==> src/v2d_pkg.sv <==
// ----------------------------------------------------------------------------
// v2d_pkg
// Shared constants, operation codes and helpers for the 2D vector unit.
// ----------------------------------------------------------------------------
package v2d_pkg;

  localparam int FRAC_BITS_DEF = 8;
  localparam int MAG_W   = 17;            // isqrt of up to 2^31
  localparam int SQ_W    = 32;            // a_x^2 + a_y^2
  localparam int ISQ_STEPS = 16;          // result bits of the root, one per input bit pair
  localparam int DIV_W   = 16;            // quotient magnitude bits

  localparam logic [2:0] OP_MAG = 3'd0;
  localparam logic [2:0] OP_DOT = 3'd1;
  localparam logic [2:0] OP_PAR = 3'd2;
  localparam logic [2:0] OP_ORT = 3'd3;
  localparam logic [2:0] OP_ADD = 3'd4;
  localparam logic [2:0] OP_MUL = 3'd5;

  localparam logic [1:0] TURN_RIGHT = 2'd0;
  localparam logic [1:0] TURN_LEFT  = 2'd1;

  typedef struct packed {
    logic [2:0]         op;
    logic signed [15:0] a_x;
    logic signed [15:0] a_y;
    logic signed [15:0] b_x;
    logic signed [15:0] b_y;
    logic signed [15:0] amount;
    logic [1:0]         turn;
  } v2d_item_t;

  typedef struct packed {
    logic signed [15:0] out_x;
    logic signed [15:0] out_y;
    logic signed [15:0] out_scalar;
    logic               overflow;
  } v2d_res_t;

  function automatic logic signed [15:0] sat16(input logic signed [35:0] v);
    if (v > 36'sd32767) begin
      return 16'sh7fff;
    end else if (v < -36'sd32768) begin
      return 16'sh8000;
    end
    return v[15:0];
  endfunction

  function automatic logic ovf16(input logic signed [35:0] v);
    return (v > 36'sd32767) || (v < -36'sd32768);
  endfunction

endpackage

==> src/v2d_div.sv <==
// ----------------------------------------------------------------------------
// v2d_div
// Pipelined restoring divider for |amount| / magnitude, one bit per stage.
// ----------------------------------------------------------------------------
module v2d_div import v2d_pkg::*; #(
  parameter int TAG_W = 8
) (
  input  logic              clk,
  input  logic              rst_n,
  input  logic              en,
  input  logic              in_valid,
  input  logic [DIV_W-1:0]  in_num,
  input  logic [MAG_W-1:0]  in_den,
  input  logic [TAG_W-1:0]  in_tag,
  output logic              out_valid,
  output logic [DIV_W-1:0]  out_quo,
  output logic [TAG_W-1:0]  out_tag
);

  localparam int RW = MAG_W + 1;

  logic [DIV_W:0]     vld_r;
  logic [RW-1:0]      rem_r [DIV_W+1];
  logic [DIV_W-1:0]   num_r [DIV_W+1];
  logic [MAG_W-1:0]   den_r [DIV_W+1];
  logic [TAG_W-1:0]   tag_r [DIV_W+1];

  always_comb begin
    vld_r[0] = in_valid;
    rem_r[0] = '0;
    num_r[0] = in_num;
    den_r[0] = in_den;
    tag_r[0] = in_tag;
  end

  for (genvar s = 0; s < DIV_W; s++) begin : g_st
    logic [RW-1:0]    rem_nxt;
    logic [DIV_W-1:0] num_nxt;
    always_comb begin
      rem_nxt = {rem_r[s][RW-2:0], num_r[s][DIV_W-1]};
      num_nxt = {num_r[s][DIV_W-2:0], 1'b0};
      if (rem_nxt >= {1'b0, den_r[s]}) begin
        rem_nxt    = rem_nxt - {1'b0, den_r[s]};
        num_nxt[0] = 1'b1;
      end
    end
    always_ff @(posedge clk) begin
      if (!rst_n) begin
        vld_r[s+1] <= 1'b0;
      end else if (en) begin
        vld_r[s+1] <= vld_r[s];
      end
      if (en) begin
        rem_r[s+1] <= rem_nxt;
        num_r[s+1] <= num_nxt;
        den_r[s+1] <= den_r[s];
        tag_r[s+1] <= tag_r[s];
      end
    end
  end

  assign out_valid = vld_r[DIV_W];
  assign out_quo   = num_r[DIV_W];
  assign out_tag   = tag_r[DIV_W];

endmodule

==> config.mk <==
export PLATFORM = sky130hd
export DESIGN_NAME = v2d_div
export DESIGN_NICKNAME = d
export VERILOG_FILES = /design/src/v2d_pkg.sv /design/src/v2d_div.sv
export SDC_FILE = /design/constraint.sdc
export NUM_CORES = 1
export LEC_CHECK = 0
export ABC_AREA = 1
export ABC_CLOCK_PERIOD_IN_PS = 6510
export BUFFER_PORTS_ARGS = -buffer_cell sky130_fd_sc_hd__buf_2
export CORE_UTILIZATION = 45
export DETAILED_ROUTE_END_ITERATION = 8
export MAX_ROUTING_LAYER = met4
export PLACE_DENSITY = 0.71
export SLEW_MARGIN = 40
export SYNTH_ARGS = -nofsm -noshare
export SYNTH_HDL_FRONTEND = slang
export SYNTH_SLANG_ARGS = --single-unit
==> constraint.sdc <==
create_clock -name clk -period 6.51 [get_ports clk]
set_clock_uncertainty 0.15 [all_clocks]
set_input_delay 0.9765 -clock clk [delete_from_list [all_inputs] [get_ports clk]]
set_output_delay 0.9765 -clock clk [all_outputs]
set_load 0.01 [all_outputs]
==> impl_metrics.toml, run 1 <==
[routing]
wirelength_mm = 99.2
route.vias.total = 33100
first_iter_violations = 2475
drt_first_pass_iters = 8
wire_per_inst_um = 14.6
route.detailed.drc = 0
routed_via_density = 4.88
ant_nets = 0

[sta]
finalCritPeriodShare = 0.429
clock.fmax_mhz = 358
setup_viol_count_final = 0
worstMarginPinSlew_ns = 0.767
slew_viol_final = 0
slew_headroom = 0.489
min_period_ns = 2.79
rsz0062_at_grt = "no"
tns_ns = 0
hold_viol_final = 0

[pwr]
cellLeakagePower_uw = 0.0257
powerDensity_nw_per_um2 = 423
power_uw = 22500
p_seq_frac = 0.383
internal_power_uw = 14000
p_sw_uw = 8530
ir_worst_vdd_v = 0.000244
swShare = 0.379
comb_power_share = 0.374
clockPowerShare = 0.243

[yosys]
synthTopCellsByArea = "edfxtp_1 (56%), nand2_1 (14%), inv_1 (7.5%)"
syn_area_per_cell_um2 = 9.27
synthCells = 5215
ys_ff_latch = 910
yosysMostFrequentCell = "nand2_1"
ys_seq_area_frac = 0.562
yosysTopAreaCell = "edfxtp_1"
synth_edf_count = 894
syn_nets = 5531
yosys_warnings = 0
synth.top_cell.area_share = 0.555
synth_commonest_cells = "nand2_1 (1,841), inv_1 (967), edfxtp_1 (894)"
async_flop_share = 0
synthFlopType = "edfxtp_1"
synthDistinctLibCells = 39
netlist_area_um2 = 48300

[critical_path]
crit_required_ns = 6.78
crit_slowest_cell = "fa_1"
critPathKind = "register to register"
cp_max_fo = 18
reg2reg_from = "num_r[143]"
slowest_delay_ns = 0.41
cpMostUsedCell = "nand2_1"
crit_path_start = "num_r[143]"
cp.arrival_ns = 3.06
start_kind = "register"
end_kind = "register"
path_cells = "inv_1 > ha_1 > inv_1 > fa_1 > nand2_1 > nand2_1 > nand3b_1 > nand2_2 > nand2_1 > nand2_2 > nand2_4 > nand2_4 > nand2_1 > nand2_1"

[die]
fp.coreArea_um2 = 106000
fp.dieH_um = 330
rows = 119
start_util = 0.457
die_w_um = 330
dieArea_um2 = 109000
top_level_ports = 70

[final_layout]
diodes = 0
nFillCells = 9482
instances_no_fill = 6790
nets = 5635
drive_above_1_share = 0.0678
areaGrowthSynthToFinish_pct = 10.1

[global_route]
overflow = 0
grt_pass1_wl_mm = 160
antenna_found_initial = 0
grt_max_degree = 133
grt_pass1_vias = 31400
grtUsageTotal = 0.190

[status]
status = "complete, no violations"

[flow_run]
cap_violations = 0

[min_path]
hold_path.startpoint = "g_st[9].num_nxt[15]"
min_path_type = "register to register"

[placement]
dp.cells = 6609
io_buffers = 69
gp_congestion = 0.942
dp_hpwl_mm = 73.6

[clock_tree]
clk_pin_slew_worst_paths_ns = 0.06
cts_sinks = 910
cts_setup_buffers = 0
max-clock-path-buffers = 3
clock_latency_ns = 0.68
cts_tree = "built"
ctsHoldBuffers = 0
cts-root-buf = "clkbuf_16"
numCtsBuffers = 98
cts_resized = 0
h-tree-depth = 3
[worst max-delay path, delay by kind of cell, from the launching register on]
family | cells | cell delay [ns]
buffers and inverters | 2 | 0.15
DFF | 1 | 0.40
and+or+nand+nor | 10 | 1.27
adders and majority gates | 2 | 0.55
[layout make-up]
| class | instances | area (um^2) | area share |
|---|---|---|---|
| repair buffers | 81 | 519 | 0.00976 |
| inverters | 977 | 3670 | 0.0689 |
| well taps | 1391 | 1740 | 0.0327 |
| multi-input cells | 3251 | 16900 | 0.318 |
| clock inverters | 68 | 612 | 0.0115 |
| clock buffers | 112 | 2590 | 0.0487 |
| flip-flops and latches | 910 | 27200 | 0.511 |
[power by group through the flow]
stage / registers (uW) / clock network, uW / logic, uW
2_1_floorplan: 8360 / 0 / 6620
3_3_place_gp: 8720 / 0 / 8120
3_5_place_dp: 8730 / 0 / 8290
4_1_cts: 8620 / 5630 / 8340
5_1_grt: 8700 / 5840 / 9640
6_report: 8620 / 5460 / 8420
[path summary, 6_finish.rpt]
path	cells after the start	slack [ns]	end
worst max-delay path	14	3.72	rem_r[140]
worst min-delay path	0	0.25	num_r[111]
worst max register to register	14	3.72	rem_r[140]
worst min register to register	0	0.25	num_r[111]
[sequential cells by signal (all words and copies together) (netlist names)]
name,flops
out_tag,8
vld_r,15
out_quo,16
tag_r,120
rem_r,255
out_valid,1
num_r,15
den_r,255
g_st.num_nxt,225
[metal layers]
layer / routed length, um / track usage / up-vias
met4: 2860 / 0.0658 / 0
met3: 5440 / 0.0241 / 174
li1: - / - / 16900
met1: 44100 / 0.245 / 15200
met2: 46800 / 0.308 / 848
met5: 0 / - / -
[cells in the final DEF (no fill, tap or decap), drive strengths merged, types with 28 or more instances in the layout]
cell	count
edfxtp	894
nand3	403
ha	257
nand4	28
clkbuf	112
nand2	1919
inv	979
buf	81
a21oi	136
nor2	261
clkinv	51
xor2	85
[cells by family after synthesis]
logic type	Yosys count	share of synthesized area
adders and majority gates	271	0.0723
and+or+nand+nor	2709	0.241
AOI/OAI and AO/OA	172	0.0189
buffers and inverters	1054	0.0882
DFF	910	0.562
xor gates and xnor gates	99	0.0179
[through the flow]
| stage | worst slack (ns) | instance area (um^2) | hold WS (ns) | util |
|---|---|---|---|---|
| 4_1_cts | 3.78 | 53200 | 0.243 | 0.502 |
| 2_1_floorplan | 4.07 | 48300 | 0.250 | - |
| 3_5_place_dp | 3.49 | 50000 | 0.255 | 0.472 |
| 5_1_grt | 3.60 | 53200 | 0.251 | 0.503 |
| 6_report | 3.72 | 53200 | 0.246 | 0.503 |
| 3_3_place_gp | 3.51 | 50000 | 0.250 | 0.472 |
Note: power is estimated with default switching activity, not from simulation.
==> inputs of run 2 (changes only) <==
--- a/config.mk
+++ b/config.mk
@@ -6,12 +6,12 @@
 export NUM_CORES = 1
 export LEC_CHECK = 0
 export ABC_AREA = 1
-export ABC_CLOCK_PERIOD_IN_PS = 6510
+export ABC_CLOCK_PERIOD_IN_PS = 2300
 export BUFFER_PORTS_ARGS = -buffer_cell sky130_fd_sc_hd__buf_2
 export CORE_UTILIZATION = 45
 export DETAILED_ROUTE_END_ITERATION = 8
 export MAX_ROUTING_LAYER = met4
-export PLACE_DENSITY = 0.71
+export PLACE_DENSITY = 0.73
 export SLEW_MARGIN = 40
 export SYNTH_ARGS = -nofsm -noshare
 export SYNTH_HDL_FRONTEND = slang
==> constraint.sdc (replaced) <==
create_clock -name clk -period 2.3 [get_ports clk]
set_clock_uncertainty 0.15 [all_clocks]
set_input_delay 0.345 -clock clk [delete_from_list [all_inputs] [get_ports clk]]
set_output_delay 0.345 -clock clk [all_outputs]
set_load 0.01 [all_outputs]
==> run 2 against run 1 <==
  * The flow now finishes with violations (negative setup slack)
  * Non-clock buffer count grew 573
  * Core utilization rose by 9.1 points
  * Critical path depth unchanged
  * Sequential share of layout area is 7.9 points lower
  * Maximum frequency increased by 17%
  * Die area did not move
  * Flip-flop and latch count unchanged
  * Clock power rose to 2.9 times the previous value
  * Combinational power rose to 4.2 times the previous value
  * Highest routed layer unchanged
==> impl_metrics.toml, run 2 (synthesized netlist as in run 1, its figures left out) <==
[flow_run]
cap_violations = 0

[clock_tree]
numCtsBuffers = 99
h-tree-depth = 3
cts-root-buf = "clkbuf_16"
clock_latency_ns = 0.69
clk_pin_slew_worst_paths_ns = 0.06
cts_sinks = 910
cts_tree = "built"
max-clock-path-buffers = 3

[pwr]
powerDensity_nw_per_um2 = 1210
clockPowerShare = 0.209
internal_power_uw = 46300
cellLeakagePower_uw = 0.0294
p_seq_frac = 0.326
p_sw_uw = 29900
ir_worst_vdd_v = 0.000756
comb_power_share = 0.465
swShare = 0.393

[placement]
gp_congestion = 0.925
io_buffers = 69
dpl_cell_area_um2 = 52700
dp_hpwl_mm = 83.1

[sta]
rsz0062_at_grt = "yes"
finalCritPeriodShare = 1.04
fin_hold_ws_ns = 0.214
tns_ns = -3.80
min_period_ns = 2.38
slew_viol_final = 0
worstMarginPinSlew_ns = 0.516
slew_headroom = 0.656
hold_viol_final = 0
setup_viol_count_final = 144
clock.fmax_mhz = 419
fin_ws_ns = -0.0847

[global_route]
gr-usage-met2 = 0.360
grt.met1_usage = 0.278
grt_max_degree = 72
antenna_found_initial = 3
grt_pass1_vias = 34700
grt-busiest-layer = "met2"
use_met3 = 0.0255
overflow = 0
grtUsageTotal = 0.217
grt_pass1_wl_mm = 181

[routing]
wirelength_mm = 122
first_iter_violations = 2693
ant_nets = 0
route.detailed.drc = 0
wire_per_inst_um = 16.4
drt_first_pass_iters = 6
route.vias.total = 37000
routed_via_density = 4.99

[min_path]
hold_path_depth = 2
hold_path.startpoint = "in_tag[4]"
min_path_type = "input pin to register"

[critical_path]
cp.arrival_ns = 2.78
r2r_slack_ns = -0.08
cp_max_fo = 7
reg2reg_from = "num_r[255]"
end_kind = "register"
start_kind = "register"
crit_path_start = "num_r[255]"
critPathKind = "register to register"
r2r.worst_path.cells = 14
crit_required_ns = 2.70

[die]
top_level_ports = 70
dieArea_um2 = 109000
die_w_um = 330
fp.dieH_um = 330
fp.coreArea_um2 = 106000
start_util = 0.457
rows = 119

[final_layout]
final_cell_mix = "nand2_1 (1,518), inv_1 (939), edfxtp_1 (894)"
finish.instance_area_um2 = 62900
areaGrowthSynthToFinish_pct = 30.1
nFillCells = 8480
layout_commonest_cell = "nand2_1"
nets = 6244
drive_above_1_share = 0.263

[status]
violations = "negative setup slack"
status = "finished, violations left"
run 2: changes by cell type in the layout (fill, tap and decap cells not counted), moves of 45 or more:
cell,delta
ha_1,-119
nand3_1,-112
ha_4,+102
nand3_2,+106
nand2_2,+246
nand2_1,-323
buf_4,+439
nand2_8,+57
dlygate4sd3_1,+45
nand2_4,+55
run 2: timing repair:
action / 4_1_cts / 5_1_grt
gates cloned: 19 / 31
resized for setup: 167 / 689
buffers inserted: 72 / 109
endpoints found under the setup margin: 214 / 248
hold buffers: 45 / 0
endpoints found under the hold margin: 66 / 0
pin swaps: 57 / 289
run 2: power by group through the flow:
stage	clock network, uW	registers (uW)	logic [uW]
4_1_cts	16300	24500	28800
3_5_place_dp	0	24700	26600
2_1_floorplan	0	23700	18700
5_1_grt	16900	25100	39000
6_report	15900	24900	35400
3_3_place_gp	0	24700	26100
run 2: stage by stage:
step / power (uW) / instances / worst slack [ns] / utilization
global placement: 50800 / 6943 / -0.130 / 0.498
global route: 81100 / 7407 / -0.179 / 0.594
finish: 76200 / 7407 / -0.0847 / 0.594
detailed placement: 51400 / 6943 / -0.197 / 0.498
CTS: 69600 / 7266 / -0.0338 / 0.550
floorplan: 42400 / 5215 / 0.0381 / -
run 2: final cells by class:
cell class / instances / area (um^2) / area share
Clock inverter: 79 / 768 / 0.0122
Inverter: 977 / 3670 / 0.0583
Tap cell: 1391 / 1740 / 0.0277
Clock buffer: 108 / 2530 / 0.0403
Sequential cell: 910 / 27200 / 0.432
Timing Repair Buffer: 654 / 5870 / 0.0933
Multi-Input combinational cell: 3286 / 21100 / 0.336
Antenna cell: 2 / 5.00 / 0.0000796
run 2: routing by layer:
metal,wire length [um],vias up
met3,6790,235
li1,-,18200
met5,0,-
met1,51600,17300
met4,3290,0
met2,60100,1161
run 2: worst paths after layout:
path                              end
hold reg to reg   g_st[6].num_nxt[13]
hold / removal             tag_r[124]
setup / recovery           rem_r[254]
setup reg to reg           rem_r[254]
run 2: worst max-delay path, stage by stage, from the launching register on:
cell and delay [ns]:
edfxtp_1 0.40, inv_1 0.08, ha_2 0.16, inv_2 0.05
fa_2 0.39, nand2_2 0.10, nand2_4 0.07, nand3_2 0.08
nand2_2 0.07, nand2_2 0.09, nand2_4 0.08, nand2_8 0.16
buf_8 0.16, nand3_1 0.11, nand2_2 0.11
