File: config.mk
export PLATFORM = sky130hd
export DESIGN_NAME = v2d_isqrt
export DESIGN_NICKNAME = d
export VERILOG_FILES = /design/src/v2d_pkg.sv /design/src/v2d_isqrt.sv
export SDC_FILE = /design/constraint.sdc
export NUM_CORES = 1
export LEC_CHECK = 0
export BUFFER_PORTS_ARGS = -buffer_cell sky130_fd_sc_hd__buf_2
export CAP_MARGIN = 40
export CORE_AREA = 10 10 288 290
export CTS_CLUSTER_SIZE = 40
export DETAILED_ROUTE_END_ITERATION = 8
export DIE_AREA = 0 0 298 300
export HOLD_SLACK_MARGIN = 0.08
export PLACE_DENSITY = 0.72
export SLEW_MARGIN = 20
export SYNTH_ARGS = -nofsm -noshare
export SYNTH_HDL_FRONTEND = slang
export SYNTH_SLANG_ARGS = --single-unit
export TNS_END_PERCENT = 50
File: constraint.sdc
create_clock -name clk -period 4 [get_ports clk]
set_input_delay 0.2 -clock clk [delete_from_list [all_inputs] [get_ports clk]]
set_output_delay 0.2 -clock clk [all_outputs]
set_load 0.02 [all_outputs]
File: src/v2d_pkg.sv
// ----------------------------------------------------------------------------
// v2d_pkg
// Shared constants, operation codes and helpers for the 2D vector unit.
// ----------------------------------------------------------------------------
package v2d_pkg;

  localparam int FRAC_BITS_DEF = 8;
  localparam int MAG_W   = 17;            // isqrt of up to 2^31
  localparam int SQ_W    = 32;            // a_x^2 + a_y^2
  localparam int ISQ_STEPS = 16;          // result bits of the root, one per input bit pair
  localparam int DIV_W   = 16;            // quotient magnitude bits

  localparam logic [2:0] OP_MAG = 3'd0;
  localparam logic [2:0] OP_DOT = 3'd1;
  localparam logic [2:0] OP_PAR = 3'd2;
  localparam logic [2:0] OP_ORT = 3'd3;
  localparam logic [2:0] OP_ADD = 3'd4;
  localparam logic [2:0] OP_MUL = 3'd5;

  localparam logic [1:0] TURN_RIGHT = 2'd0;
  localparam logic [1:0] TURN_LEFT  = 2'd1;

  typedef struct packed {
    logic [2:0]         op;
    logic signed [15:0] a_x;
    logic signed [15:0] a_y;
    logic signed [15:0] b_x;
    logic signed [15:0] b_y;
    logic signed [15:0] amount;
    logic [1:0]         turn;
  } v2d_item_t;

  typedef struct packed {
    logic signed [15:0] out_x;
    logic signed [15:0] out_y;
    logic signed [15:0] out_scalar;
    logic               overflow;
  } v2d_res_t;

  function automatic logic signed [15:0] sat16(input logic signed [35:0] v);
    if (v > 36'sd32767) begin
      return 16'sh7fff;
    end else if (v < -36'sd32768) begin
      return 16'sh8000;
    end
    return v[15:0];
  endfunction

  function automatic logic ovf16(input logic signed [35:0] v);
    return (v > 36'sd32767) || (v < -36'sd32768);
  endfunction

endpackage

File: src/v2d_isqrt.sv
// ----------------------------------------------------------------------------
// v2d_isqrt
// Pipelined floor integer square root, one result bit per stage.
// ----------------------------------------------------------------------------
module v2d_isqrt import v2d_pkg::*; #(
  parameter int TAG_W = 8
) (
  input  logic              clk,
  input  logic              rst_n,
  input  logic              en,
  input  logic              in_valid,
  input  logic [SQ_W-1:0]   in_n,
  input  logic [TAG_W-1:0]  in_tag,
  output logic              out_valid,
  output logic [MAG_W-1:0]  out_root,
  output logic [TAG_W-1:0]  out_tag
);

  localparam int RW = SQ_W + 2;

  logic [ISQ_STEPS:0]  vld_r;
  logic [RW-1:0]       rem_r [ISQ_STEPS+1];
  logic [MAG_W-1:0]    root_r [ISQ_STEPS+1];
  logic [SQ_W-1:0]     n_r [ISQ_STEPS+1];
  logic [TAG_W-1:0]    tag_r [ISQ_STEPS+1];

  always_comb begin
    rem_r[0]  = '0;
    root_r[0] = '0;
    n_r[0]    = in_n;
    tag_r[0]  = in_tag;
    vld_r[0]  = in_valid;
  end

  for (genvar s = 0; s < ISQ_STEPS; s++) begin : g_st
    logic [RW-1:0]    rem_nxt;
    logic [RW-1:0]    trial;
    logic [MAG_W-1:0] root_nxt;
    always_comb begin
      rem_nxt  = {rem_r[s][RW-3:0], n_r[s][SQ_W-1-2*s -: 2]};
      trial    = {{(RW-MAG_W-2){1'b0}}, root_r[s], 2'b01};
      root_nxt = {root_r[s][MAG_W-2:0], 1'b0};
      if (rem_nxt >= trial) begin
        rem_nxt  = rem_nxt - trial;
        root_nxt = {root_r[s][MAG_W-2:0], 1'b1};
      end
    end
    always_ff @(posedge clk) begin
      if (!rst_n) begin
        vld_r[s+1] <= 1'b0;
      end else if (en) begin
        vld_r[s+1] <= vld_r[s];
      end
      if (en) begin
        rem_r[s+1]  <= rem_nxt;
        root_r[s+1] <= root_nxt;
        n_r[s+1]    <= n_r[s];
        tag_r[s+1]  <= tag_r[s];
      end
    end
  end

  assign out_valid = vld_r[ISQ_STEPS];
  assign out_root  = root_r[ISQ_STEPS];
  assign out_tag   = tag_r[ISQ_STEPS];

endmodule

==> impl_summary.md, run 1 <==
Critical path
The kind of start point of the critical path is a flop. The largest fanout on the critical path is 35. The endpoint identified for the worst register-to-register timing path is rem_r[48]$_DFFE_PP_. STA classifies the critical path endpoint as a flop. The worst register-to-register path begins at rem_r[81]$_DFFE_PP_. The endpoint required time on the critical path is 4.41 ns. The worst reg2reg path depth is 8.

The category of the critical setup timing path is flop to flop. In this run the register-to-register setup slack is 0.67 ns. The arrival time at the worst endpoint is 3.75 ns.

Die
The initial standard-cell utilization of the core is 55.6%. The full die area is 89400 um2. The width of the die is 298 um. The area of the core region is 77100 um2. The number of rows created at floorplan is 102. The die is 300 um tall. The count of pins on the block boundary is 70.

Clock network
The H-tree depth reported by CTS is 3. The buffer cell driving the clock tree root is sky130_fd_sc_hd__clkbuf_16. After clock tree synthesis, the clock-pin slew on the worst setup and hold paths is 0.06 ns.

The TritonCTS buffer count is 97. The clock tree from TritonCTS is yes. The maximum count of clock buffers along a single path is 3. The insertion delay to the later sink of the worst-skew pair is 0.67 ns.

The number of sinks driven by the clock tree is 954.

Power and ir drop
The share of total power dissipated in the clock network is 36.4%. The analysis attributes to cell leakage a power of 17.7 nW. The switching power of the nets is 0.00586 W. The internal power contribution is 0.0183 W. Power spread over the standard cell area amounts to 501 nW/um2. The sequential fraction of design power is 52.6%.

The worst ir drop on vdd is 420 uV. The net switching fraction of the power is 24.3%. The share of total power dissipated in combinational logic is 11.1%.

Hold path
The class of the most critical hold timing path is primary input to flop. In this run the most critical hold path is launched from in_n[11]. Counting instances, the worst hold path has a depth of 2.

The endpoint of the worst hold-timing path is n_r[491]$_DFFE_PP_.

Placed design
OpenSTA, run right after detailed placement, puts the worst setup slack at 0.689 ns. Buffers placed on the I/O ports in this run total 68. After legalization and detailed placement, the total HPWL measured 53100 um. At the end of routability-driven placement, the weighted congestion stood at 0.898.

Final layout
The number of fill cells in the layout is 5646. At the end of the flow, the number of nets in the layout was 3540. The number of antenna cells inserted is 0.

The layout-stage area growth over the synthesis result is 12.3%. Of the cells placed in the final design, the portion with a size suffix greater than 1 is 8.94%.

Logic synthesis
For this run, the register share of the synthesized area comes to 66.4%. In the synthesized netlist the dominant register cell turns out to be sky130_fd_sc_hd__edfxtp_1. The yosys synthesis warning count is 0. The cell area that synthesis handed to floorplanning was 42900 um2. A synthesized cell averages 13.6 um2.

The number of flops mapped to enable cells by yosys is 938. The number of distinct library cells after synthesis is 84. In the synthesized netlist, the number of instances is 3161. The async set-reset flop share out of synthesis is 0%. After synthesis the netlist holds a flip-flop and latch count of 954.

STA
The worst path meets setup with 0.666 ns of slack. The post-route setup TNS is 0 ns. Measured against its own limit, the worst slew margin works out to 39.2%. Setup violations remaining at the end of the flow were counted as 0.

The count of final max-slew check failures is 0. The shortest clock period the worst path allows after layout is 3.33 ns. The final clock period utilization by the worst path is 83.4%. Setup repair after global routing left no endpoint under its margin. The fmax is 0.300 GHz.

The transition at the pin with the smallest max-transition slack is 0.905 ns. For the final database, setup skew stands at 0.0565 ns. The minimum hold slack is 0.244 ns.

The number of hold-slack violations in the final timing report is 0.

Route
In the routed design, unresolved DRC markers number 0. After detailed routing, the average wire length per cell comes to 17.0 um. The via count is 24832.

Once detail routing completed, the nets flagged for antenna violations numbered 0. The total routed wirelength is 75900 um. The number of vias per cell after detailed routing is 5.57. The first TritonRoute pass finished after 6 iterations. The violation count after the first detailed-routing iteration is 1900.

Global route
The initial antenna violation count came to 0. The remaining global-route overflow is 0. The total global routing track utilization is 16.6%. Entering global routing, the biggest net connects 125 pins. The number of global-route vias before repair is 24641.

The wire length of the first global-routing pass is 124000 um.

Job
The total of max-cap violations is 0.

Run status
The flow ran to the end, and the final reports show no timing, DRC or antenna violations.
==> power groups by stage <==
stage                     clock [W]  combinational, W  sequential [W]
after CTS                   0.00902           0.00264          0.0127
final                       0.00877           0.00267          0.0127
after global placement            0           0.00249          0.0128
after floorplan                   0           0.00189          0.0127
after detailed placement          0           0.00259          0.0129
after global routing        0.00947           0.00297          0.0128
==> sequential cells by signal, summed over array words and instances, names as in the netlist <==
name / count
tag_r: 120
out_valid: 1
out_tag: 8
n_r: 240
g_st.trial: 120
vld_r: 15
rem_r: 434
out_root: 16
==> through the flow <==
| step | util (%) | area, um2 | power (W) | instances |
|---|---|---|---|---|
| after floorplan | - | 42900 | 0.0146 | 3162 |
| after global placement | 57.8 | 44500 | 0.0153 | 4237 |
| after detailed placement | 57.8 | 44500 | 0.0155 | 4238 |
| after CTS | 62.5 | 48200 | 0.0243 | 4461 |
| after global routing | 62.5 | 48200 | 0.0252 | 4462 |
| final | 62.5 | 48200 | 0.0241 | 4462 |
==> metal layers <==
layer | share of wire [%] | GRT usage (%)
met1 | 44 | 21.7
met2 | 49 | 28.1
met3 | 5.2 | 2.81
met4 | 2.3 | 5.35
met5 | 0 | 0
==> cell families after synthesis <==
family	after synthesis	synth area share [%]
XOR/XNOR	353	7.21
adder cells (fa/ha/maj)	153	4.46
flip-flops	954	66.4
AO/OA/AOI/OAI	436	6.35
buffers and inverters	245	2.34
other	1	0.00875
AND/OR/NAND/NOR	979	12.2
multiplexers	40	0.998
==> how the worst max path moves through the flow <==
stage | start | to | slack (ns) | depth (start not counted)
after floorplan | rem_r[384]$_DFFE_PP_ | rem_r[349]$_DFFE_PP_ | 0.97 | 9
after global placement | rem_r[81]$_DFFE_PP_ | rem_r[38]$_DFFE_PP_ | 0.71 | 8
after detailed placement | rem_r[81]$_DFFE_PP_ | rem_r[48]$_DFFE_PP_ | 0.69 | 8
after CTS | rem_r[81]$_DFFE_PP_ | rem_r[48]$_DFFE_PP_ | 0.68 | 8
after global routing | rem_r[81]$_DFFE_PP_ | rem_r[48]$_DFFE_PP_ | 0.43 | 8
final | rem_r[81]$_DFFE_PP_ | rem_r[48]$_DFFE_PP_ | 0.67 | 8
==> worst max-delay path, cell delays in order, from the launching register on <==
cell	delay, ns
sky130_fd_sc_hd__edfxtp_1	0.41
sky130_fd_sc_hd__ha_1	0.27
sky130_fd_sc_hd__nor4_1	0.55
sky130_fd_sc_hd__nand2_1	0.15
sky130_fd_sc_hd__or4_1	0.51
sky130_fd_sc_hd__a211o_1	0.35
sky130_fd_sc_hd__or2_1	0.25
sky130_fd_sc_hd__buf_4	0.25
sky130_fd_sc_hd__mux2_2	0.32
==> cell usage after synthesis (7+ instances only) <==
cell | number | area [um2]
sky130_fd_sc_hd__nor2b_1 | 44 | 275
sky130_fd_sc_hd__nand3b_1 | 19 | 143
sky130_fd_sc_hd__xor2_1 | 167 | 1460
sky130_fd_sc_hd__nor4b_1 | 7 | 61.3
sky130_fd_sc_hd__o21a_1 | 45 | 338
sky130_fd_sc_hd__inv_1 | 180 | 676
sky130_fd_sc_hd__a21oi_1 | 150 | 751
sky130_fd_sc_hd__dfxtp_1 | 16 | 320
sky130_fd_sc_hd__mux2_2 | 21 | 236
sky130_fd_sc_hd__or3_1 | 56 | 350
sky130_fd_sc_hd__nor4_1 | 60 | 375
sky130_fd_sc_hd__o31ai_1 | 19 | 143
sky130_fd_sc_hd__nand2b_1 | 38 | 238
sky130_fd_sc_hd__nor3b_1 | 10 | 75.1
sky130_fd_sc_hd__o21ai_0 | 86 | 430
sky130_fd_sc_hd__nor3_1 | 124 | 621
sky130_fd_sc_hd__nand4_1 | 40 | 250
sky130_fd_sc_hd__and3_1 | 17 | 106
sky130_fd_sc_hd__or2_2 | 18 | 113
sky130_fd_sc_hd__xnor2_1 | 186 | 1630
sky130_fd_sc_hd__clkbuf_1 | 38 | 143
sky130_fd_sc_hd__nand4b_1 | 13 | 114
sky130_fd_sc_hd__edfxtp_1 | 938 | 28200
sky130_fd_sc_hd__and2_1 | 19 | 119
sky130_fd_sc_hd__a21o_1 | 39 | 293
sky130_fd_sc_hd__or4_1 | 39 | 293
sky130_fd_sc_hd__o211ai_1 | 12 | 90.1
sky130_fd_sc_hd__ha_1 | 153 | 1910
sky130_fd_sc_hd__buf_4 | 10 | 75.1
sky130_fd_sc_hd__a211oi_1 | 15 | 113
sky130_fd_sc_hd__nand3_1 | 80 | 400
sky130_fd_sc_hd__mux2i_1 | 18 | 180
sky130_fd_sc_hd__nand2_1 | 135 | 507
sky130_fd_sc_hd__a31oi_1 | 10 | 62.6
sky130_fd_sc_hd__nor2_1 | 232 | 871
==> cell usage in the layout (no fill, tap or decap), types with 15 or more instances in the layout <==
master                          Yosys  routed
sky130_fd_sc_hd__edfxtp_1         938     938
sky130_fd_sc_hd__nor2_1           232     232
sky130_fd_sc_hd__xnor2_1          186     186
sky130_fd_sc_hd__inv_1            180     180
sky130_fd_sc_hd__xor2_1           167     167
sky130_fd_sc_hd__ha_1             153     153
sky130_fd_sc_hd__a21oi_1          150     150
sky130_fd_sc_hd__nand2_1          135     135
sky130_fd_sc_hd__nor3_1           124     124
sky130_fd_sc_hd__clkbuf_16          0      97
sky130_fd_sc_hd__o21ai_0           86      86
sky130_fd_sc_hd__nand3_1           80      80
sky130_fd_sc_hd__buf_2              6      68
sky130_fd_sc_hd__nor4_1            60      60
sky130_fd_sc_hd__or3_1             56      56
sky130_fd_sc_hd__o21a_1            45      45
sky130_fd_sc_hd__dlygate4sd3_1      0      45
sky130_fd_sc_hd__nor2b_1           44      44
sky130_fd_sc_hd__nand4_1           40      40
sky130_fd_sc_hd__or4_1             39      39
sky130_fd_sc_hd__a21o_1            39      39
sky130_fd_sc_hd__nand2b_1          38      38
sky130_fd_sc_hd__mux2_2            21      21
sky130_fd_sc_hd__buf_4             10      21
sky130_fd_sc_hd__clkinv_1           1      20
sky130_fd_sc_hd__o31ai_1           19      19
sky130_fd_sc_hd__nand3b_1          19      19
sky130_fd_sc_hd__and2_1            19      19
sky130_fd_sc_hd__clkinv_2           0      19
sky130_fd_sc_hd__or2_2             18      18
sky130_fd_sc_hd__mux2i_1           18      18
sky130_fd_sc_hd__and3_1            17      17
sky130_fd_sc_hd__dfxtp_1           16      16
sky130_fd_sc_hd__a211oi_1          15      15
sky130_fd_sc_hd__clkbuf_1          38      15
==> area by class of cell <==
class	instances	area [um2]	share of cell area, %
sequential	954	28500	59.2
multi-input combinational	1963	13400	27.8
clock buffer	112	2480	5.16
tap	1040	1300	2.70
timing repair buffer	143	1120	2.33
inverter	184	693	1.44
clock inverter	66	677	1.41
==> repair_timing <==
action,in CTS,in global routing
hold buffers,45,0
resized for setup,0,0
endpoints found under the hold margin,125,0
setup buffers,0,0
No activity file was read; power rests on OpenSTA's default activity.
==> run 2, diff against run 1 <==
==> constraint.sdc (replaced) <==
create_clock -name clk -period 3.29 [get_ports clk]
set_input_delay 0.1645 -clock clk [delete_from_list [all_inputs] [get_ports clk]]
set_output_delay 0.1645 -clock clk [all_outputs]
set_load 0.02 [all_outputs]
==> impl_summary.md, run 2 (same netlist as run 1, synthesis figures left out) <==
Final layout
In the final design database the tool counted 3585 nets. Fill cells in the final layout number 5638. The number of antenna diodes in the final layout is 0. The most common library cell in the layout ignoring fill and taps is sky130_fd_sc_hd__edfxtp_1. Cells fill 63.0% of the core in the end. The sequential cell area in the final layout is 28500 um2.

The register with the highest flop count is rem_r. In the layout the commonest cells are 938 x sky130_fd_sc_hd__edfxtp_1, 232 x sky130_fd_sc_hd__nor2_1, 186 x sky130_fd_sc_hd__xnor2_1. The largest registers in the layout are rem_r: 434 flops, n_r: 240 flops. Compared with the post-synthesis result, the final layout area differs by 13.3%. In the final layout, the multi-input gates occupy 13400 um2. Cells with a size suffix above 1 make up 9.84% of the layout. After the flow finishes, the layout carries non-filler instances totaling 4506. The flip-flop count of the largest register after layout is 434.

Die
Measured along the y axis, the die boundary spans 300 um. For this configuration, the core starts out at a cell density of 55.6%. 70 I/O pins were placed.

The width of the die is 298 um. The total area inside the core boundary comes to 77100 um2. The number of rows created at floorplan is 102. The full die area is 89400 um2.

STA
The transition at the pin with the smallest max-transition slack is 0.840 ns. The worst slew slack as a fraction of its limit is 42.5%. The final clock period utilization by the worst path is 96.4%. The shortest clock period the worst path allows after layout is 3.17 ns.

Setup violations remaining at the end of the flow were counted as 0. For the final database, setup skew stands at 0.0527 ns. Based on the critical path, the design can be clocked at up to 0.315 GHz.

The count of final max-slew check failures is 0. The number of hold-slack violations in the final timing report is 0. Once routing completed, OpenROAD measured the worst setup slack at 0.118 ns.

Setup repair after global routing could not meet its margin everywhere.

Route
The count of unresolved DRC violations after routing is 0. Before antenna repair, the detailed router went through 7 iterations. The total routed wirelength is 79400 um. Dividing the detail-routed wire length by the instance count gives 17.6 um. The remaining antenna violation count after routing is 0. The number of vias per cell after detailed routing is 5.60. The violation count after the first detailed-routing iteration is 1882. Detailed routing inserted a total of 25244 vias.

Critical path
In this design, the critical path's most frequently occurring cell is sky130_fd_sc_hd__o31a_1. The category of the critical setup timing path is flop to flop. The critical path capture point type is a flop. The endpoint required time on the critical path is 3.71 ns.

For the worst setup path, the data arrival time is 3.59 ns. The combined buffer and inverter count along the critical path is 1. The maximum single-stage delay on the critical path is 0.56 ns. The cell type of the slowest stage on the worst timing path is sky130_fd_sc_hd__o21ai_0. The worst setup path is launched from a flop. The cell family contributing the most delay on the critical path is compound AO/OA/AOI/OAI gates. In this run the worst path has a maximum fanout of 33.

The critical path goes through ha_1 > nor2b_1 > o31a_1 > o31a_1 > o21ai_0 > nand2_1 > buf_4 > mux2_2.

Hold path
The class of the most critical hold timing path is primary input to flop.

Placed design
Detailed placement finished with a half-perimeter wire length of 55700 um. Timing analysis after detailed placement gives a worst setup slack of 0.140 ns. The number of buffers inserted by port buffering is 68. The number of cells in the design after placement is 4286. At the end of routability-driven placement, the weighted congestion stood at 0.919.

Power and ir drop
The worst ir drop on vdd is 540 uV. The analysis attributes to cell leakage a power of 17.9 nW. In this run the power density over the cells is 608 nW/um2. The sum of internal, switching and leakage power is 0.0295 W.

Global route
Entering global routing, the biggest net connects 99 pins. The number of global-route vias before repair is 25365. The initial antenna violation count is 0. Summed over all layers, the global routing overflow is 0. The total global routing track utilization is 17.5%. The first global-routing pass estimated 130000 um of wire.

Clock network
Buffers added to address setup during post-CTS repair amount to 0. The later pin in the worst-skew pair is clocked with a latency of 0.68 ns. The clock net in this run drives a total of 954 sinks. The H-tree depth reported by CTS is 3. TritonCTS created 94 clock buffers. The post-CTS clock slew at the launch and capture registers of the worst setup and hold paths is 0.06 ns. The maximum count of clock buffers along a single path is 3. The clock tree from TritonCTS is yes. The buffer cell driving the clock tree root is sky130_fd_sc_hd__clkbuf_16.

Job
The total of max-cap violations is 0.

Run status
The flow ran to the end, and the final reports show no timing, DRC or antenna violations.
## run 2: cell count changes in the layout (fill, tap and decap cells not counted), sizes merged
cell          delta
clkbuf          +10
bufinv           +3
inv              -4
clkinv           -8
buf             +47
clkinvlp         -5
dlymetal6s2s     +1
## run 2: metrics by stage
step	cell area [um2]	hold WS, ns	TNS [ns]
floorplan	42900	0.263	0
global placement	44900	0.341	0
detailed placement	44900	0.343	0
CTS	48600	0.146	0
global route	48600	0.162	-0.0284
finish	48600	0.190	0
## run 2: layout make-up
type	count	share of cell area, %
Sequential cell	954	58.6
Clock inverter	52	1.45
Clock buffer	122	5.06
Timing Repair Buffer	191	3.15
Multi-Input combinational cell	1963	27.6
Inverter	184	1.43
Tap cell	1040	2.68
## run 2: worst register-to-register path, stage by stage (launching register included)
cell and delay, ns:
sky130_fd_sc_hd__edfxtp_1 0.41, sky130_fd_sc_hd__ha_1 0.39, sky130_fd_sc_hd__nor2b_1 0.17, sky130_fd_sc_hd__o31a_1 0.28, sky130_fd_sc_hd__o31a_1 0.32, sky130_fd_sc_hd__o21ai_0 0.56, sky130_fd_sc_hd__nand2_1 0.15, sky130_fd_sc_hd__buf_4 0.28
sky130_fd_sc_hd__mux2_2 0.36
## run 2: report_power, final
part / total [W] / switching [W] / leakage (nW) / internal [W]
sequential: 0.0154 / 0.000704 / 9.17 / 0.0147
combinational: 0.00336 / 0.00192 / 7.21 / 0.00144
clock: 0.0108 / 0.00454 / 1.51 / 0.00621
## run 2: layer usage
| layer | vias to the layer above | track usage (%) | share of wire, % |
|---|---|---|---|
| li1 | 12261 | - | - |
| met1 | 12211 | 22.7 | 44 |
| met2 | 638 | 30.0 | 50 |
| met3 | 134 | 2.94 | 4.9 |
| met4 | 0 | 5.01 | 2.0 |
| met5 | - | 0 | 0 |
## run 2: what timing repair did
item,CTS,global route
endpoints found under the hold margin,117,0
gates resized for setup,0,4
hold buffers,45,0
setup endpoints to repair,0,24
## run 2: path summary, 6_finish.rpt
kind / from / endpoint / slack (ns) / cells past startpoint
min: in_tag[2] / tag_r[122]$_DFFE_PP_ / 0.19 / 2
max: rem_r[102]$_DFFE_PP_ / rem_r[76]$_DFFE_PP_ / 0.12 / 8
max reg2reg: rem_r[102]$_DFFE_PP_ / rem_r[76]$_DFFE_PP_ / 0.12 / 8
min reg2reg: n_r[402]$_DFFE_PP_ / n_r[370]$_DFFE_PP_ / 0.38 / 0
==> run 3, diff against run 2 <==
--- a/config.mk
+++ b/config.mk
@@ -8,6 +8,7 @@
 export BUFFER_PORTS_ARGS = -buffer_cell sky130_fd_sc_hd__buf_2
 export CAP_MARGIN = 40
 export CORE_AREA = 10 10 288 290
+export CTS_BUF_LIST = sky130_fd_sc_hd__clkbuf_4 sky130_fd_sc_hd__clkbuf_8
 export CTS_CLUSTER_SIZE = 40
 export DETAILED_ROUTE_END_ITERATION = 8
 export DIE_AREA = 0 0 298 300
==> impl_summary.md, run 3 (same netlist as run 1, synthesis figures left out) <==
Power and ir drop
For this design the ratio of total power to cell area is 592 nW/um2. The worst ir drop on vdd is 388 uV. The analysis attributes to cell leakage a power of 18.2 nW.

Hold path
The worst hold path terminates at rem_r[510]$_DFFE_PP_. The class of the most critical hold timing path is primary input to flop. The worst hold path startpoint is in_n[30]. Counting instances, the worst hold path has a depth of 3.

Clock network
The H-tree depth reported by CTS is 4. The clock tree from TritonCTS is yes. In this run the post-CTS setup repair buffer count came out at 0.

The TritonCTS buffer count is 154. The buffer cell driving the clock tree root is sky130_fd_sc_hd__clkbuf_8. The number of sinks driven by the clock tree is 954. The insertion delay to the later sink of the worst-skew pair is 0.83 ns. The clock passes through at most 3 buffers.

The post-CTS clock slew at the launch and capture registers of the worst setup and hold paths is 0.06 ns.

Final layout
For this run, the share of the core covered by cells in the final layout is 63.4%. For this run, the post-layout net count is 3683. The layout-stage area growth over the synthesis result is 14.0%.

The sequential cell area in the final layout is 28500 um2. The largest registers in the layout are rem_r: 434 flops, n_r: 240 flops. The register with the most flip-flops in the layout has 434 of them.

In the layout the commonest cells are 938 x sky130_fd_sc_hd__edfxtp_1, 232 x sky130_fd_sc_hd__nor2_1, 186 x sky130_fd_sc_hd__xnor2_1. Of the cells placed in the final design, the portion with a size suffix greater than 1 is 12.4%. Summing all multi-input logic gate instances after layout gives 13400 um2. After filler insertion, the fill cell instance count of the layout stands at 5661. The most common library cell in the layout ignoring fill and taps is sky130_fd_sc_hd__edfxtp_1.

The register with the highest flop count is rem_r. The final cell count without fillers is 4643.

Global route
The maximum number of pins on one net before global-route repair is 99. The number of global-route vias before repair is 26147. The remaining global-route overflow is 0. The total global routing track utilization is 17.7%. The initial antenna violation count came to 1. The wire length of the first global-routing pass is 131000 um.

STA
The number of setup violations in the final report is 0. The worst pin sits at a relative slew slack of 42.6%. Setup repair after global routing could not meet its margin everywhere.

For this run, the top clock speed supported by timing is 0.313 GHz. For the pin with the worst max-slew slack, the measured transition is 0.840 ns. The number of hold-slack violations in the final timing report was 0. The clock skew after layout is 0.0572 ns. The shortest clock period the worst path allows after layout is 3.20 ns.

The final clock period utilization by the worst path is 97.1%. The setup slack of the critical path after layout is 0.0949 ns. The count of final max-slew check failures was 0.

Critical path
The endpoint identified for the worst register-to-register timing path is rem_r[42]$_DFFE_PP_. Data arrives at the worst endpoint at 3.73 ns. The register-to-register setup slack is 0.09 ns. STA classifies the critical path startpoint as a flop. The worst register-to-register path begins at rem_r[91]$_DFFE_PP_. The setup path with the least slack is of type flop to flop. In this run the worst path has a maximum fanout of 35. The endpoint required time on the critical path is 3.83 ns. Counting cells, the worst reg-to-reg path comes to 7. The worst setup path is captured at a flop.

Route
The average routed wire per standard cell is 17.3 um. The count of nets left with antenna violations once routing finished came out at 0. The first TritonRoute pass finished after 7 iterations. The violation count after the first detailed-routing iteration is 1908. For this run, design rule violations remaining after detail routing come to 0. The via count is 25810.

The total routed wirelength is 80300 um. The number of vias per cell after detailed routing is 5.56.

Placed design
The congestion estimate from routability-driven global placement came to 0.919. Summed over all nets, the half-perimeter wirelength after detailed placement is 55700 um. Timing analysis after detailed placement gives a worst setup slack of 0.140 ns. The number of buffers inserted by port buffering is 68.

Once placement completed, the tool counted placed cells totaling 4286.

Die
The area of the core region is 77100 um2. The count of pins on the block boundary is 70. The initial standard-cell utilization of the core is 55.6%.

The height of the chip is 300 um. The die is 298 um wide. The die covers 89400 um2. The floorplan has 102 rows.

Run status
The flow ran to the end, and the final reports show no timing, DRC or antenna violations.

Job
The total of max-cap violations is 0.
## run 3: changes by cell type in the layout (fill, tap and decap cells not counted), moves of 21 or more
cell                            change
sky130_fd_sc_hd__clkbuf_4          +43
sky130_fd_sc_hd__clkbuf_1          -28
sky130_fd_sc_hd__dlygate4sd3_1     +38
sky130_fd_sc_hd__clkbuf_16         -94
sky130_fd_sc_hd__clkinv_1          +21
sky130_fd_sc_hd__clkbuf_8         +155
## run 3: worst max-delay path by stage
stage / slack [ns] / to / startpoint / depth (start not counted)
6_report: 0.09 / rem_r[42]$_DFFE_PP_ / rem_r[91]$_DFFE_PP_ / 7
3_3_place_gp: 0.18 / rem_r[38]$_DFFE_PP_ / rem_r[91]$_DFFE_PP_ / 7
3_5_place_dp: 0.14 / rem_r[263]$_DFFE_PP_ / rem_r[283]$_DFFE_PP_ / 8
4_1_cts: 0.11 / rem_r[42]$_DFFE_PP_ / rem_r[90]$_DFFE_PP_ / 7
2_1_floorplan: 0.26 / rem_r[349]$_DFFE_PP_ / rem_r[384]$_DFFE_PP_ / 9
5_1_grt: -0.01 / rem_r[112]$_DFFE_PP_ / g_st[12].trial[2]$_DFFE_PP_ / 9
## run 3: metal layers
layer  track usage [%]  wire, um  vias up
met1              22.2     34100    12431
li1                  -         -    12481
met3              3.74      4400      164
met5                 0         0        -
met4              6.44      1960        0
met2              30.3     39800      734
## run 3: worst max-delay path, stage by stage, from the launching register on
cell and delay [ns]:
sky130_fd_sc_hd__edfxtp_1 0.40, sky130_fd_sc_hd__or3_1 0.42, sky130_fd_sc_hd__or3_1 0.33, sky130_fd_sc_hd__or4_1 0.48
sky130_fd_sc_hd__or4_4 0.53, sky130_fd_sc_hd__or2_1 0.26, sky130_fd_sc_hd__buf_12 0.18, sky130_fd_sc_hd__mux2_2 0.29
## run 3: through the flow
step	instance area, um2	hold slack (ns)	power, W	TNS (ns)
floorplan	42900	0.263	0.0177	0
global route	48900	0.168	0.0303	-0.0179
global placement	44900	0.341	0.0188	0
detailed placement	44900	0.343	0.0189	0
finish	48900	0.220	0.0290	0
CTS	48900	0.121	0.0292	0
## run 3: area by class of cell
| class | count | area share [%] |
|---|---|---|
| repair buffers | 229 | 3.91 |
| well taps | 1040 | 2.66 |
| clock buffers | 198 | 5.02 |
| flip-flops and latches | 954 | 58.3 |
| clock inverters | 74 | 1.28 |
| multi-input cells | 1963 | 27.4 |
| inverters | 184 | 1.42 |
| diodes | 1 | 0.00512 |
## run 3: report_power, final
part	switching [W]	internal [W]	total, W
Clock	0.00475	0.00541	0.0102
Combinational	0.00192	0.00147	0.00339
Sequential	0.000700	0.0147	0.0154
Total	0.00737	0.0216	0.0290
## run 3: what timing repair did
| action | 4_1_cts | 5_1_grt |
|---|---|---|
| setup endpoints to repair | 0 | 23 |
| hold buffers | 83 | 0 |
| gates resized for setup | 0 | 5 |
| endpoints found under the hold margin | 149 | 0 |
